==> config.mk <==
export PLATFORM = sky130hd
export DESIGN_NAME = ansi_text_terminal_engine
export DESIGN_NICKNAME = d
export VERILOG_FILES = /design/src/hdl/atte_pkg.sv /design/src/hdl/ansi_text_terminal_engine.sv
export SDC_FILE = /design/constraint.sdc
export NUM_CORES = 2
export LEC_CHECK = 0
export ABC_AREA = 1
export BUFFER_PORTS_ARGS = -buffer_cell sky130_fd_sc_hd__clkbuf_2
export CORE_ASPECT_RATIO = 0.8
export CORE_UTILIZATION = 50
export DETAILED_ROUTE_END_ITERATION = 6
export PLACE_DENSITY = 0.66
export SYNTH_ARGS = -nofsm -noshare
export SYNTH_HDL_FRONTEND = slang
export SYNTH_SLANG_ARGS = --single-unit
==> constraint.sdc <==
create_clock -name clk -period 19.5 [get_ports clk]
set_input_delay 2.925 -clock clk [delete_from_list [all_inputs] [get_ports clk]]
set_output_delay 2.925 -clock clk [all_outputs]
set_load 0.05 [all_outputs]
==> src/hdl/atte_pkg.sv <==
// ----------------------------------------------------------------------------
// atte_pkg
// Shared types, codes and constants for the ANSI text terminal engine.
// ----------------------------------------------------------------------------
package atte_pkg;

  localparam int MAX_COLS_DEF   = 512;
  localparam int MAX_ROWS_DEF   = 256;
  localparam int NUM_PARAMS_DEF = 4;
  localparam int MAX_SEQ_DEF    = 32;

  localparam logic [7:0] CH_BS    = 8'h08;
  localparam logic [7:0] CH_TAB   = 8'h09;
  localparam logic [7:0] CH_LF    = 8'h0a;
  localparam logic [7:0] CH_CR    = 8'h0d;
  localparam logic [7:0] CH_ESC   = 8'h1b;
  localparam logic [7:0] CH_SPACE = 8'h20;

  localparam logic [13:0] PARAM_LIMIT = 14'd999;
  localparam logic [13:0] PRIV_CURSOR = 14'd25;

  typedef enum logic [1:0] {
    MODE_TERM  = 2'd0,
    MODE_RAW   = 2'd1,
    MODE_COLOR = 2'd2,
    MODE_CLEAR = 2'd3
  } mode_t;

  typedef enum logic [1:0] {
    OP_DRAW   = 2'd0,
    OP_FILL   = 2'd1,
    OP_SCROLL = 2'd2,
    OP_CLEAR  = 2'd3
  } op_t;

  typedef enum logic [1:0] {
    PH_GROUND = 2'd0,
    PH_ESC    = 2'd1,
    PH_CSI    = 2'd2
  } phase_t;

  typedef enum logic [1:0] {
    REG_COLUMNS    = 2'd0,
    REG_TEXT_ROWS  = 2'd1,
    REG_DEFAULT_FG = 2'd2,
    REG_DEFAULT_BG = 2'd3
  } reg_idx_t;

  typedef struct packed {
    logic [31:0] bg;
    logic [31:0] fg;
    logic [7:0]  character;
    logic [9:0]  col_end;
    logic [8:0]  col;
    logic [7:0]  row;
    op_t         op;
  } cmd_t;

  function automatic logic [31:0] palette(input logic [2:0] idx);
    case (idx)
      3'd0:    palette = 32'h151515;
      3'd1:    palette = 32'hf7768e;
      3'd2:    palette = 32'h9ece6a;
      3'd3:    palette = 32'he0af68;
      3'd4:    palette = 32'h7aa2f7;
      3'd5:    palette = 32'hbb9af7;
      3'd6:    palette = 32'h7dcfff;
      3'd7:    palette = 32'hc0caf5;
      default: palette = 32'h0;
    endcase
  endfunction

endpackage

==> src/hdl/ansi_text_terminal_engine.sv <==
// ----------------------------------------------------------------------------
// ansi_text_terminal_engine
// Console byte stream to screen draw / fill / scroll / clear commands.
// ----------------------------------------------------------------------------
// Each item is worked straight from the input bus into a two-entry result
// buffer, and its first result is offered the cycle after the item is taken.
// An item giving one result or none is taken every cycle while the output is
// ready. An item giving two results (scroll then draw, etc.) holds the input
// while the second result drains. Throughput is therefore set by the single
// output port. Result tdata packs, from bit 0: op, row, col, col_end,
// character, fg, bg, scroll_count, cursor_column, cursor_line, cursor_shown
// (124 bits, zero pad to 128). tlast marks the item's final result.
module ansi_text_terminal_engine #(
  parameter int MAX_COLS   = atte_pkg::MAX_COLS_DEF,
  parameter int MAX_ROWS   = atte_pkg::MAX_ROWS_DEF,
  parameter int NUM_PARAMS = atte_pkg::NUM_PARAMS_DEF,
  parameter int MAX_SEQ    = atte_pkg::MAX_SEQ_DEF
) (
  input  logic         clk,
  input  logic         rst_n,
  input  logic         in_tvalid,
  output logic         in_tready,
  // mode[1:0], byte_req[9:2], fg_in[41:10], bg_in[73:42], zero pad to 80
  input  logic [79:0]  in_tdata,
  input  logic         cfg_valid,
  output logic         cfg_ready,
  input  logic [1:0]   cfg_index,
  input  logic [31:0]  cfg_data,
  output logic         out_tvalid,
  input  logic         out_tready,
  // op, row, col, col_end, character, fg, bg, scroll_count,
  // cursor_column, cursor_line, cursor_shown from bit 0, zero pad to 128
  output logic [127:0] out_tdata,
  output logic         out_tlast
);

  localparam int PIW = (NUM_PARAMS > 1) ? $clog2(NUM_PARAMS) : 1;

  // configuration
  logic [9:0]  columns_r;
  logic [8:0]  text_rows_r;
  logic [31:0] default_fg_r, default_bg_r;

  // state
  logic [9:0]  cur_col_r, cur_col_nxt;
  logic [7:0]  cur_row_r, cur_row_nxt;
  logic [31:0] fg_now_r, fg_now_nxt, bg_now_r, bg_now_nxt;
  atte_pkg::phase_t phase_r, phase_nxt;
  logic [5:0]  seq_len_r, seq_len_nxt;
  logic [PIW-1:0] pidx_r, pidx_nxt;
  logic [13:0] pval_r [NUM_PARAMS];
  logic [13:0] pval_nxt [NUM_PARAMS];
  logic        priv_r, priv_nxt;
  logic        cur_on_r, cur_on_nxt;

  // output buffer: up to two results
  atte_pkg::cmd_t buf_r [2];
  logic [1:0]  cnt_r;
  logic        rd_r;
  logic [9:0]  o_col_r;
  logic [7:0]  o_row_r;
  logic        o_on_r;
  logic [3:0]  o_scnt_r [2];

  logic [1:0]  mode;
  logic [7:0]  byte_in;
  assign mode    = in_tdata[1:0];
  assign byte_in = in_tdata[9:2];

  assign cfg_ready = 1'b1;
  // buffer empty, or last result leaving this cycle
  assign in_tready = (cnt_r == 2'd0) ||
                     (out_tready && (cnt_r == 2'd1 || rd_r));

  // effective geometry
  logic [10:0] cols_e;
  logic [9:0]  rows_e;
  always_comb begin
    cols_e = (columns_r == 10'd0) ? 11'd1 : {1'b0, columns_r};
    if (cols_e > 11'(MAX_COLS)) cols_e = 11'(MAX_COLS);
    rows_e = (text_rows_r == 9'd0) ? 10'd1 : {1'b0, text_rows_r};
    if (rows_e > 10'(MAX_ROWS)) rows_e = 10'(MAX_ROWS);
  end

  logic [3:0] scnt;
  always_comb begin
    scnt = (rows_e[9:2] > 8'd8) ? 4'd8 : rows_e[5:2];
    if (rows_e[9:2] == 8'd0) scnt = 4'd1;
  end

  // result slots
  atte_pkg::cmd_t e_cmd [2];
  logic [3:0]  e_sc [2];
  logic [1:0]  e_n;
  logic        do_put;
  logic [7:0]  put_ch;
  logic        run;

  logic [10:0] c_w, nxt_tab, t_end;
  logic [9:0]  r_w;
  logic [13:0] p0, n, n1;
  logic [14:0] acc;

  always_comb begin
    cur_col_nxt = cur_col_r;
    cur_row_nxt = cur_row_r;
    fg_now_nxt  = fg_now_r;
    bg_now_nxt  = bg_now_r;
    phase_nxt   = phase_r;
    seq_len_nxt = seq_len_r;
    pidx_nxt    = pidx_r;
    for (int i = 0; i < NUM_PARAMS; i++) pval_nxt[i] = pval_r[i];
    priv_nxt    = priv_r;
    cur_on_nxt  = cur_on_r;
    e_n    = 2'd0;
    e_cmd[0] = '0;
    e_cmd[1] = '0;
    e_sc[0] = 4'd0;
    e_sc[1] = 4'd0;
    do_put = 1'b0;
    put_ch = byte_in;
    run    = 1'b0;
    c_w = {1'b0, cur_col_r};
    r_w = {2'b0, cur_row_r};
    nxt_tab = '0;
    t_end = '0;
    acc = '0;
    p0 = pval_r[0];
    n  = (p0 == 14'd0) ? 14'd1 : p0;
    n1 = (pval_r[1] == 14'd0) ? 14'd1 : pval_r[1];

    case (mode)
      atte_pkg::MODE_TERM: begin
        if (byte_in == atte_pkg::CH_ESC) begin
          phase_nxt = atte_pkg::PH_ESC;
          seq_len_nxt = 6'd0;
        end else if (phase_r == atte_pkg::PH_ESC) begin
          phase_nxt = (byte_in == 8'h5b) ? atte_pkg::PH_CSI : atte_pkg::PH_GROUND;
          pidx_nxt = '0;
          priv_nxt = 1'b0;
          for (int i = 0; i < NUM_PARAMS; i++) pval_nxt[i] = '0;
        end else if (phase_r == atte_pkg::PH_CSI) begin
          phase_nxt = atte_pkg::PH_GROUND;
          if (seq_len_r != 6'd63) seq_len_nxt = seq_len_r + 6'd1;
          if ({1'b0, seq_len_nxt} > 7'(MAX_SEQ)) begin
            // overlong sequence dropped
          end else if (byte_in == 8'h3f && seq_len_nxt == 6'd1) begin
            priv_nxt = 1'b1;
            phase_nxt = atte_pkg::PH_CSI;
          end else if (byte_in >= 8'h30 && byte_in <= 8'h39) begin
            if (pval_r[pidx_r] <= atte_pkg::PARAM_LIMIT) begin
              acc = {pval_r[pidx_r], 1'b0} + {pval_r[pidx_r][11:0], 3'b0}
                    + 15'(byte_in[3:0]);
              pval_nxt[pidx_r] = acc[13:0];
              phase_nxt = atte_pkg::PH_CSI;
            end
          end else if (byte_in == 8'h3b && 32'(pidx_r) + 1 < NUM_PARAMS) begin
            pidx_nxt = pidx_r + 1'b1;
            phase_nxt = atte_pkg::PH_CSI;
          end else if (byte_in >= 8'h40 && byte_in <= 8'h7e) begin
            run = 1'b1;
          end
        end else begin
          phase_nxt = atte_pkg::PH_GROUND;
          if (byte_in == atte_pkg::CH_BS || byte_in == atte_pkg::CH_LF ||
              byte_in == atte_pkg::CH_CR || byte_in == atte_pkg::CH_TAB ||
              (byte_in >= 8'h20 && byte_in < 8'h7f))
            do_put = 1'b1;
        end
      end
      atte_pkg::MODE_RAW: begin
        phase_nxt = atte_pkg::PH_GROUND;
        cur_on_nxt = 1'b0;
        do_put = 1'b1;
      end
      atte_pkg::MODE_COLOR: begin
        fg_now_nxt = in_tdata[41:10];
        bg_now_nxt = in_tdata[73:42];
      end
      default: begin
        cur_col_nxt = '0;
        cur_row_nxt = '0;
        e_cmd[0].op = atte_pkg::OP_CLEAR;
        e_cmd[0].character = atte_pkg::CH_SPACE;
        e_n = 2'd1;
      end
    endcase

    if (run) begin
      if (priv_r) begin
        if (p0 == atte_pkg::PRIV_CURSOR && (byte_in == 8'h68 || byte_in == 8'h6c))
          cur_on_nxt = (byte_in == 8'h68);
      end else begin
        case (byte_in)
          8'h41: cur_row_nxt = ({2'b0, n} > 16'(cur_row_r)) ? 8'd0
                               : cur_row_r - n[7:0];
          8'h42: cur_row_nxt = (15'(cur_row_r) + 15'(n) < 15'(rows_e))
                               ? 8'(cur_row_r + n[7:0]) : 8'(rows_e - 10'd1);
          8'h43: cur_col_nxt = (15'(cur_col_r) + 15'(n) < 15'(cols_e))
                               ? 10'(cur_col_r + n[9:0]) : 10'(cols_e - 11'd1);
          8'h44: cur_col_nxt = (n > 14'(cur_col_r)) ? 10'd0 : cur_col_r - n[9:0];
          8'h47: cur_col_nxt = (n <= 14'(cols_e)) ? 10'(n - 14'd1)
                               : 10'(cols_e - 11'd1);
          8'h48, 8'h66: begin
            cur_row_nxt = (n <= 14'(rows_e)) ? 8'(n - 14'd1) : 8'(rows_e - 10'd1);
            cur_col_nxt = (n1 <= 14'(cols_e)) ? 10'(n1 - 14'd1)
                          : 10'(cols_e - 11'd1);
          end
          8'h4b: begin
            if ((p0 == 14'd0 || p0 == 14'd2) && r_w < rows_e &&
                (p0 == 14'd2 || c_w < cols_e)) begin
              e_cmd[0].op = atte_pkg::OP_FILL;
              e_cmd[0].row = cur_row_r;
              e_cmd[0].col = (p0 == 14'd2) ? 9'd0 : cur_col_r[8:0];
              e_cmd[0].col_end = cols_e[9:0];
              e_cmd[0].character = atte_pkg::CH_SPACE;
              e_n = 2'd1;
            end
          end
          8'h4a: begin
            if (p0 == 14'd2) begin
              e_cmd[0].op = atte_pkg::OP_CLEAR;
              e_cmd[0].character = atte_pkg::CH_SPACE;
              e_n = 2'd1;
            end
          end
          8'h6d: begin
            for (int i = 0; i < NUM_PARAMS; i++) begin
              if (32'(i) <= 32'(pidx_r)) begin
                if (pval_r[i] == 14'd0 || pval_r[i] == 14'd39) fg_now_nxt = default_fg_r;
                if (pval_r[i] == 14'd0 || pval_r[i] == 14'd49) bg_now_nxt = default_bg_r;
                if (pval_r[i] >= 14'd30 && pval_r[i] <= 14'd37)
                  fg_now_nxt = atte_pkg::palette(3'(pval_r[i] - 14'd30));
                if (pval_r[i] >= 14'd40 && pval_r[i] <= 14'd47)
                  bg_now_nxt = atte_pkg::palette(3'(pval_r[i] - 14'd40));
              end
            end
          end
          default: ;
        endcase
      end
    end

    if (do_put) begin
      if (put_ch == atte_pkg::CH_CR) begin
        c_w = '0;
      end else if (put_ch == atte_pkg::CH_LF) begin
        c_w = '0;
        if (r_w + 10'd1 >= rows_e) begin
          e_cmd[0].op = atte_pkg::OP_SCROLL;
          e_cmd[0].character = atte_pkg::CH_SPACE;
          e_sc[0] = scnt;
          e_n = 2'd1;
          r_w = rows_e - 10'(scnt);
        end else r_w = r_w + 10'd1;
      end else if (put_ch == atte_pkg::CH_BS) begin
        if (c_w == 11'd0 && r_w != 10'd0) begin
          r_w = r_w - 10'd1;
          c_w = cols_e;
        end
        if (c_w != 11'd0) begin
          c_w = c_w - 11'd1;
          if (c_w < cols_e && r_w < rows_e) begin
            e_cmd[0].op = atte_pkg::OP_DRAW;
            e_cmd[0].row = r_w[7:0];
            e_cmd[0].col = c_w[8:0];
            e_cmd[0].character = atte_pkg::CH_SPACE;
            e_n = 2'd1;
          end
        end
      end else begin
        // tab fill or deferred wrap may come first
        if (put_ch == atte_pkg::CH_TAB) begin
          nxt_tab = (c_w + 11'd8) & ~11'd7;
          if (c_w < cols_e) begin
            t_end = (nxt_tab < cols_e) ? nxt_tab : cols_e;
            if (r_w < rows_e) begin
              e_cmd[0].op = atte_pkg::OP_FILL;
              e_cmd[0].row = r_w[7:0];
              e_cmd[0].col = c_w[8:0];
              e_cmd[0].col_end = t_end[9:0];
              e_cmd[0].character = atte_pkg::CH_SPACE;
              e_n = 2'd1;
            end
            c_w = t_end;
          end
        end
        if (c_w >= cols_e) begin
          c_w = '0;
          if (r_w + 10'd1 >= rows_e) begin
            e_cmd[e_n[0]].op = atte_pkg::OP_SCROLL;
            e_cmd[e_n[0]].character = atte_pkg::CH_SPACE;
            e_sc[e_n[0]] = scnt;
            e_n = e_n + 2'd1;
            r_w = rows_e - 10'(scnt);
          end else r_w = r_w + 10'd1;
        end
        if (put_ch != atte_pkg::CH_TAB) begin
          if (c_w < cols_e && r_w < rows_e) begin
            e_cmd[e_n[0]].op = atte_pkg::OP_DRAW;
            e_cmd[e_n[0]].row = r_w[7:0];
            e_cmd[e_n[0]].col = c_w[8:0];
            e_cmd[e_n[0]].character = put_ch;
            e_n = e_n + 2'd1;
          end
          c_w = c_w + 11'd1;
        end
      end
      cur_col_nxt = c_w[9:0];
      cur_row_nxt = r_w[7:0];
    end

    // commands carry the colours in force before this item
    for (int k = 0; k < 2; k++) begin
      e_cmd[k].fg = fg_now_r;
      e_cmd[k].bg = bg_now_r;
    end
  end

  logic in_acc, out_acc;
  assign in_acc  = in_tvalid && in_tready;
  assign out_acc = out_tvalid && out_tready;

  always_ff @(posedge clk) begin
    if (!rst_n) begin
      columns_r    <= 10'd128;
      text_rows_r  <= 9'd48;
      default_fg_r <= 32'h00ffffff;
      default_bg_r <= 32'h0;
      cur_col_r <= '0;
      cur_row_r <= '0;
      fg_now_r  <= 32'h00ffffff;
      bg_now_r  <= 32'h0;
      phase_r   <= atte_pkg::PH_GROUND;
      seq_len_r <= '0;
      pidx_r    <= '0;
      for (int i = 0; i < NUM_PARAMS; i++) pval_r[i] <= '0;
      priv_r    <= 1'b0;
      cur_on_r  <= 1'b0;
      cnt_r     <= '0;
      rd_r      <= 1'b0;
    end else begin
      if (cfg_valid && cfg_ready) begin
        case (cfg_index)
          atte_pkg::REG_COLUMNS:    columns_r    <= cfg_data[9:0];
          atte_pkg::REG_TEXT_ROWS:  text_rows_r  <= cfg_data[8:0];
          atte_pkg::REG_DEFAULT_FG: default_fg_r <= cfg_data;
          atte_pkg::REG_DEFAULT_BG: default_bg_r <= cfg_data;
          default: ;
        endcase
      end
      if (in_acc) begin
        cur_col_r <= cur_col_nxt;
        cur_row_r <= cur_row_nxt;
        fg_now_r  <= fg_now_nxt;
        bg_now_r  <= bg_now_nxt;
        phase_r   <= phase_nxt;
        seq_len_r <= seq_len_nxt;
        pidx_r    <= pidx_nxt;
        for (int i = 0; i < NUM_PARAMS; i++) pval_r[i] <= pval_nxt[i];
        priv_r    <= priv_nxt;
        cur_on_r  <= cur_on_nxt;
        cnt_r     <= e_n;
        rd_r      <= 1'b0;
      end else if (out_acc) begin
        if (cnt_r == 2'd2 && !rd_r) rd_r <= 1'b1;
        else begin
          cnt_r <= '0;
          rd_r  <= 1'b0;
        end
      end
    end
  end

  always_ff @(posedge clk) begin
    if (in_acc) begin
      buf_r[0]    <= e_cmd[0];
      buf_r[1]    <= e_cmd[1];
      o_scnt_r[0] <= e_sc[0];
      o_scnt_r[1] <= e_sc[1];
      o_col_r     <= cur_col_nxt;
      o_row_r     <= cur_row_nxt;
      o_on_r      <= cur_on_nxt;
    end
  end

  atte_pkg::cmd_t sel;
  logic [3:0] sel_sc;
  assign sel    = buf_r[rd_r];
  assign sel_sc = o_scnt_r[rd_r];

  assign out_tvalid = (cnt_r != 2'd0);
  assign out_tlast  = (cnt_r == 2'd1) || rd_r;
  assign out_tdata  = {4'b0, o_on_r, o_row_r, o_col_r, sel_sc, sel.bg, sel.fg,
                       sel.character, sel.col_end, sel.col, sel.row, sel.op};

endmodule

# ---- Word level (Yosys, flattened, before mapping)
# Memory sizes are Yosys's and may differ from the RTL's. A register that Yosys moved wholly into a read port is not among the register bits.
# Cells that the tools add are included.
dict set report word_totals {
  reg_bits 199
  mem_bits_rw 266
  romBits 1536
  word_cells 511
  n_memories 11
}
# memory words word_bits read_ports rd_ports_with_merged_regs write_ports line_no
set memory_table {}
lappend memory_table {buf_r 2 101 1 1 2 ansi_text_terminal_engine.sv:57} ;# atte_pkg::cmd_t buf_r [2];
lappend memory_table {{(no name shown)} 8 24 1 0 0 atte_pkg.sv:60} ;# case (idx)
lappend memory_table {{(no name shown)} 8 24 1 0 0 atte_pkg.sv:60}
lappend memory_table {{(no name shown)} 8 24 1 0 0 atte_pkg.sv:60}
lappend memory_table {{(no name shown)} 8 24 1 0 0 atte_pkg.sv:60}
lappend memory_table {{(no name shown)} 8 24 1 0 0 atte_pkg.sv:60}
lappend memory_table {{+5 memories} - - - - - -}
dict set report op_classes {
  n_addsub 31
  n_lt_le_gt_ge 53
  n_eq_ne 47
  mux 265
  n_bitwise 10
  reduce_logical 76
}
# operator count
set op_table {}
lappend op_table {{202-bit two-way mux} 8}
lappend op_table {{202-bit bitwise mux} 6}
lappend op_table {{32-bit two-way mux} 30}
lappend op_table {{101-bit demux with 1-bit select} 6}
lappend op_table {{56-bit two-way mux} 8}
lappend op_table {{37-bit two-way mux} 12}
lappend op_table {{10-bit two-way mux} 29}
lappend op_table {{138-bit two-way mux} 2}
lappend op_table {{101-bit two-way mux} 2}
lappend op_table {{11-bit two-way mux} 16}
lappend op_table {{8-bit two-way mux} 21}
lappend op_table {{14-bit by 6-bit equality test with 1-bit output, second input constant} 8}
lappend op_table {{14-bit by 6-bit less-or-equal comparator with 1-bit output, second input constant} 8}
lappend op_table {{8-bit by 7-bit equality test with 1-bit output, second input constant} 13}
lappend op_table {{2-bit two-way mux} 52}
lappend op_table {{14-bit two-way mux} 7}
lappend op_table {{19-bit two-way mux} 4}
lappend op_table {{56-bit bitwise mux} 1}
lappend op_table {{14-bit by 5-bit >= comparator with 1-bit output, second input constant} 4}
lappend op_table {{14-bit by 6-bit >= comparator with 1-bit output, second input constant} 4}
lappend op_table {{14-bit logical NOT} 4}
lappend op_table {{27-bit two-way mux} 2}
lappend op_table {{6-bit two-way mux} 9}
lappend op_table {{10-bit case mux with 4 select lines} 1}
lappend op_table {{other kinds (91)} 225}

# ---- Logic depth before layout (Yosys ltp)
dict set report depth {
  depth_word 45
  ltp_mapped 45
  ltp_nobuf 43
}

# ---- Worst setup path before layout
# OpenSTA, ideal clock, no wires.
dict set report synth_timing {
  path_type {input to register}
  from {input out_tready}
  to {memory pval_r[0][0], enable pin}
  setup_ps 415
  t_arrival_ps 8862
  t_required_ps 19085
  setup_slack_ps 10223
  stages 10
  n_path_buf 0
  cell_sequence {nand2_1 > nand2_1 > nand2_1 > inv_1 > nand2_1 > nor3_1 > o21ai_0 > inv_1 > nand3_1 > nand2_1}
}
# item line_no
set synth_lines {}
lappend synth_lines {{start, declared} ansi_text_terminal_engine.sv:30} ;# input logic out_tready,
lappend synth_lines {{end, declared} ansi_text_terminal_engine.sv:51} ;# logic [13:0] pval_r [NUM_PARAMS];

==> results.json <==
{
  "clock_skew_ns": 0.0307,
  "syn_area_um2": 35000,
  "io_pins": 251,
  "antenna_found_initial": 6,
  "p_switching_w": 0.00112,
  "seq_area_frac_synth": 0.285,
  "grtUsageTotal": 0.412,
  "tightest_slew_ns": 1.38,
  "worst-path-stages": 30,
  "ys.flop_type": "edfxtp_1",
  "finalHoldViolCount": 0,
  "setup_viol": 0,
  "hold_slack_ns": 0.430,
  "vias": 37700,
  "wire_per_inst_um": 25.4,
  "grt_pass1_wl_um": 219000,
  "path_buf_inv": 9,
  "layout.nets": 5432,
  "p_int_w": 0.00172,
  "cp_top_family": "simple AND/OR/NAND/NOR gates",
  "ant_nets": 0,
  "io_buffer_count": 239,
  "p_leak_nw": 16.9,
  "via_per_inst": 6.29,
  "start_kind": "input pin",
  "dieHeight_um": 239,
  "grt_max_degree": 71,
  "holdCritPathClass": "reg2reg",
  "hold_buffers": 0,
  "floorplan.initialDensity": 0.506,
  "design.core.area_um2": 69100,
  "fin_crit_sh": 0.550,
  "rows": 86,
  "yosysWarnings": 0,
  "synth_seq_cells": 393,
  "async_flop_share": 0,
  "finalPower_w": 0.00285,
  "fin_ws_ns": 8.78,
  "drive_gt1_frac": 0.112,
  "required_ns": 19.92,
  "drt_iter0_markers": 5749,
  "die_x_um": 298,
  "finalMaxSlewViolations": 0,
  "crit_top_cell": "inv_1",
  "hold_depth": 0,
  "gr-total-overflow": 0,
  "status": "finished clean",
  "syn_inst": 4994,
  "timing.final.crit_period_ns": 10.72,
  "vdd_drop_max_uv": 74.0,
  "power_frac_seq": 0.347,
  "swShare": 0.395,
  "critical_path_class": "in2reg",
  "gp_congestion": 1.05,
  "drtPass1Iterations": 7,
  "clockPowerShare": 0.319,
  "end_kind": "flop",
  "post-route-util": 0.549,
  "syn_area_per_cell_um2": 7.00,
  "syn2layout_area_growth_pct": 8.45,
  "wirelength_um": 152000,
  "fmax_mhz": 93.3,
  "fin_tns_setup_ns": 0,
  "insertion_delay_ns": 0.62,
  "die-area_um2": 71000,
  "relSlewSlack": 0.0694,
  "worstReg2RegStart": "columns_r[9]$_SDFFE_PN0P_",
  "slowest_delay_ns": 0.96,
  "drc": 0,
  "clock_tree.buffer_depth": 3,
  "cts_buffers": 43,
  "rrSetupSlack_ns": 8.90,
  "dp_slack_ns": 8.64,
  "critPathSlowestCell": "o21ai_0",
  "critical_path_peak_fanout": 24,
  "ff2ff_path_depth": 32,
  "powerDensity_nw_per_um2": 75.0,
  "detailedPlacementHpwl_um": 114000,
  "cap_viol_max_count": 0,
  "h-tree-depth": 2,
  "cts_sinks": 393,
  "r2r-end": "buf_r[1][31]$_SDFFCE_PP0P_",
  "p_comb_frac": 0.334,
  "cts_resized": 0,
  "clk_pin_slew_ns": 0.06,
  "tritoncts": "yes",
  "synth_edf_count": 210,
  "endpoint": "buf_r[1][31]$_SDFFCE_PP0P_",
  "cts_setup_buffers": 0,
  "synth_cell_types": 86,
  "cts_root_buf": "clkbuf_16",
  "cp.arrival_ns": 11.14,
  "crit_start": "in_tdata[5]",
  "grt_pass1_vias": 32800,
  "rsz0062_at_grt": "false"
}
## through the flow
step	std cells	area [um^2]
floorplan	4997	35000
global placement	5917	36400
detailed placement	5917	36400
CTS	5997	37900
global route	5998	37900
finish	6000	37900
## cells in the mapped netlist (28+ instances only)
library cell    n  share of area
dfxtp_1       183           0.10
edfxtp_1      210           0.18
inv_1         540          0.058
nor2_1        473          0.051
nor3_1         71          0.010
o211ai_1       78          0.017
nand3_1       211          0.030
a211oi_1       28         0.0060
mux2_2         43          0.014
buf_4          73          0.016
o221ai_1       28         0.0070
nand2_1       818          0.088
a21oi_1       508          0.073
ha_1          267          0.096
xor2_1         84          0.021
o21ai_0       598          0.086
nand4_1        53         0.0095
o22ai_1        42         0.0075
clkbuf_1      204          0.022
## flip-flops by register name (all words and copies together) (netlist names), 9 cells and up, named ones only
register	count
fg_now_r	32
default_bg_r	32
bg_now_r	32
default_fg_r	32
cur_col_r	10
pval_r	56
buf_r	127
text_rows_r	9
columns_r	10
o_col_r	10
## worst reg2reg max path, delay by kind of cell, from the launching register on
family          cells  cell delay [ns]
buf+inv             8             2.44
simple gates       12             3.82
flops               1             0.34
compound gates      8             2.57
fa+ha+maj           4             1.28
## worst min path at each step
stage                                    startpoint                     end  slack [ns]
after floorplan            fg_now_r[1]$_SDFFE_PN1P_  buf_r[0][38]$_DFFE_PP_        0.41
after global placement    bg_now_r[24]$_SDFFE_PN0P_  buf_r[0][93]$_DFFE_PP_        0.41
after detailed placement  bg_now_r[26]$_SDFFE_PN0P_  buf_r[0][95]$_DFFE_PP_        0.41
after CTS                  bg_now_r[7]$_SDFFE_PN0P_  buf_r[0][76]$_DFFE_PP_        0.43
after global routing       bg_now_r[7]$_SDFFE_PN0P_  buf_r[0][76]$_DFFE_PP_        0.44
final                      bg_now_r[7]$_SDFFE_PN0P_  buf_r[0][76]$_DFFE_PP_        0.43
## metal layers
metal | up-vias | part of all wire | track usage
met5 | - | 0.00022 | 0
met4 | 6 | 0.025 | 0.0984
met3 | 261 | 0.16 | 0.157
met2 | 2543 | 0.37 | 0.518
met1 | 17700 | 0.45 | 0.635
li1 | 17200 | - | -
## power by group through the flow
stage	Combinational (W)	Sequential, W	Clock [W]
floorplan	0.000642	0.00101	0
global placement	0.000909	0.00100	0
detailed placement	0.000913	0.00100	0
CTS	0.000918	0.000987	0.000913
global route	0.00102	0.000993	0.000944
finish	0.000951	0.000988	0.000907
## kinds of logic (layout without fill, tap and decap cells)
group	count (synthesis)	after routing	synth area share
multiplexers	57	57	0.0179
other	2	7	0.000215
adder cells (fa/ha/maj)	274	274	0.0995
AND/OR/NAND/NOR	1750	1750	0.217
buffers and inverters	909	986	0.108
flip-flops	393	393	0.285
AO/OA/AOI/OAI	1513	1513	0.248
XOR/XNOR	96	96	0.0240
## cells in the final DEF (no fill, tap or decap), types with 43 or more instances in the layout
master / instances
dfxtp_1: 182
o211ai_1: 78
a21oi_1: 508
clkbuf_16: 47
nor2_1: 470
buf_4: 81
clkbuf_2: 240
nand4_1: 53
mux2_2: 43
o21ai_0: 597
inv_1: 539
nand3_1: 210
nand2_1: 815
edfxtp_1: 210
nor3_1: 70
ha_1: 266
xor2_1: 84
## cell type report
cell class,instances,area [um^2]
antenna,2,5.00
clock buffer,59,1250
clock inverter,21,259
fill,6858,31200
inverter,585,2210
multi-input combinational,3695,21300
sequential,393,9970
tap,924,1160
timing repair buffer,321,1810
(Power assumes the default switching activity.)
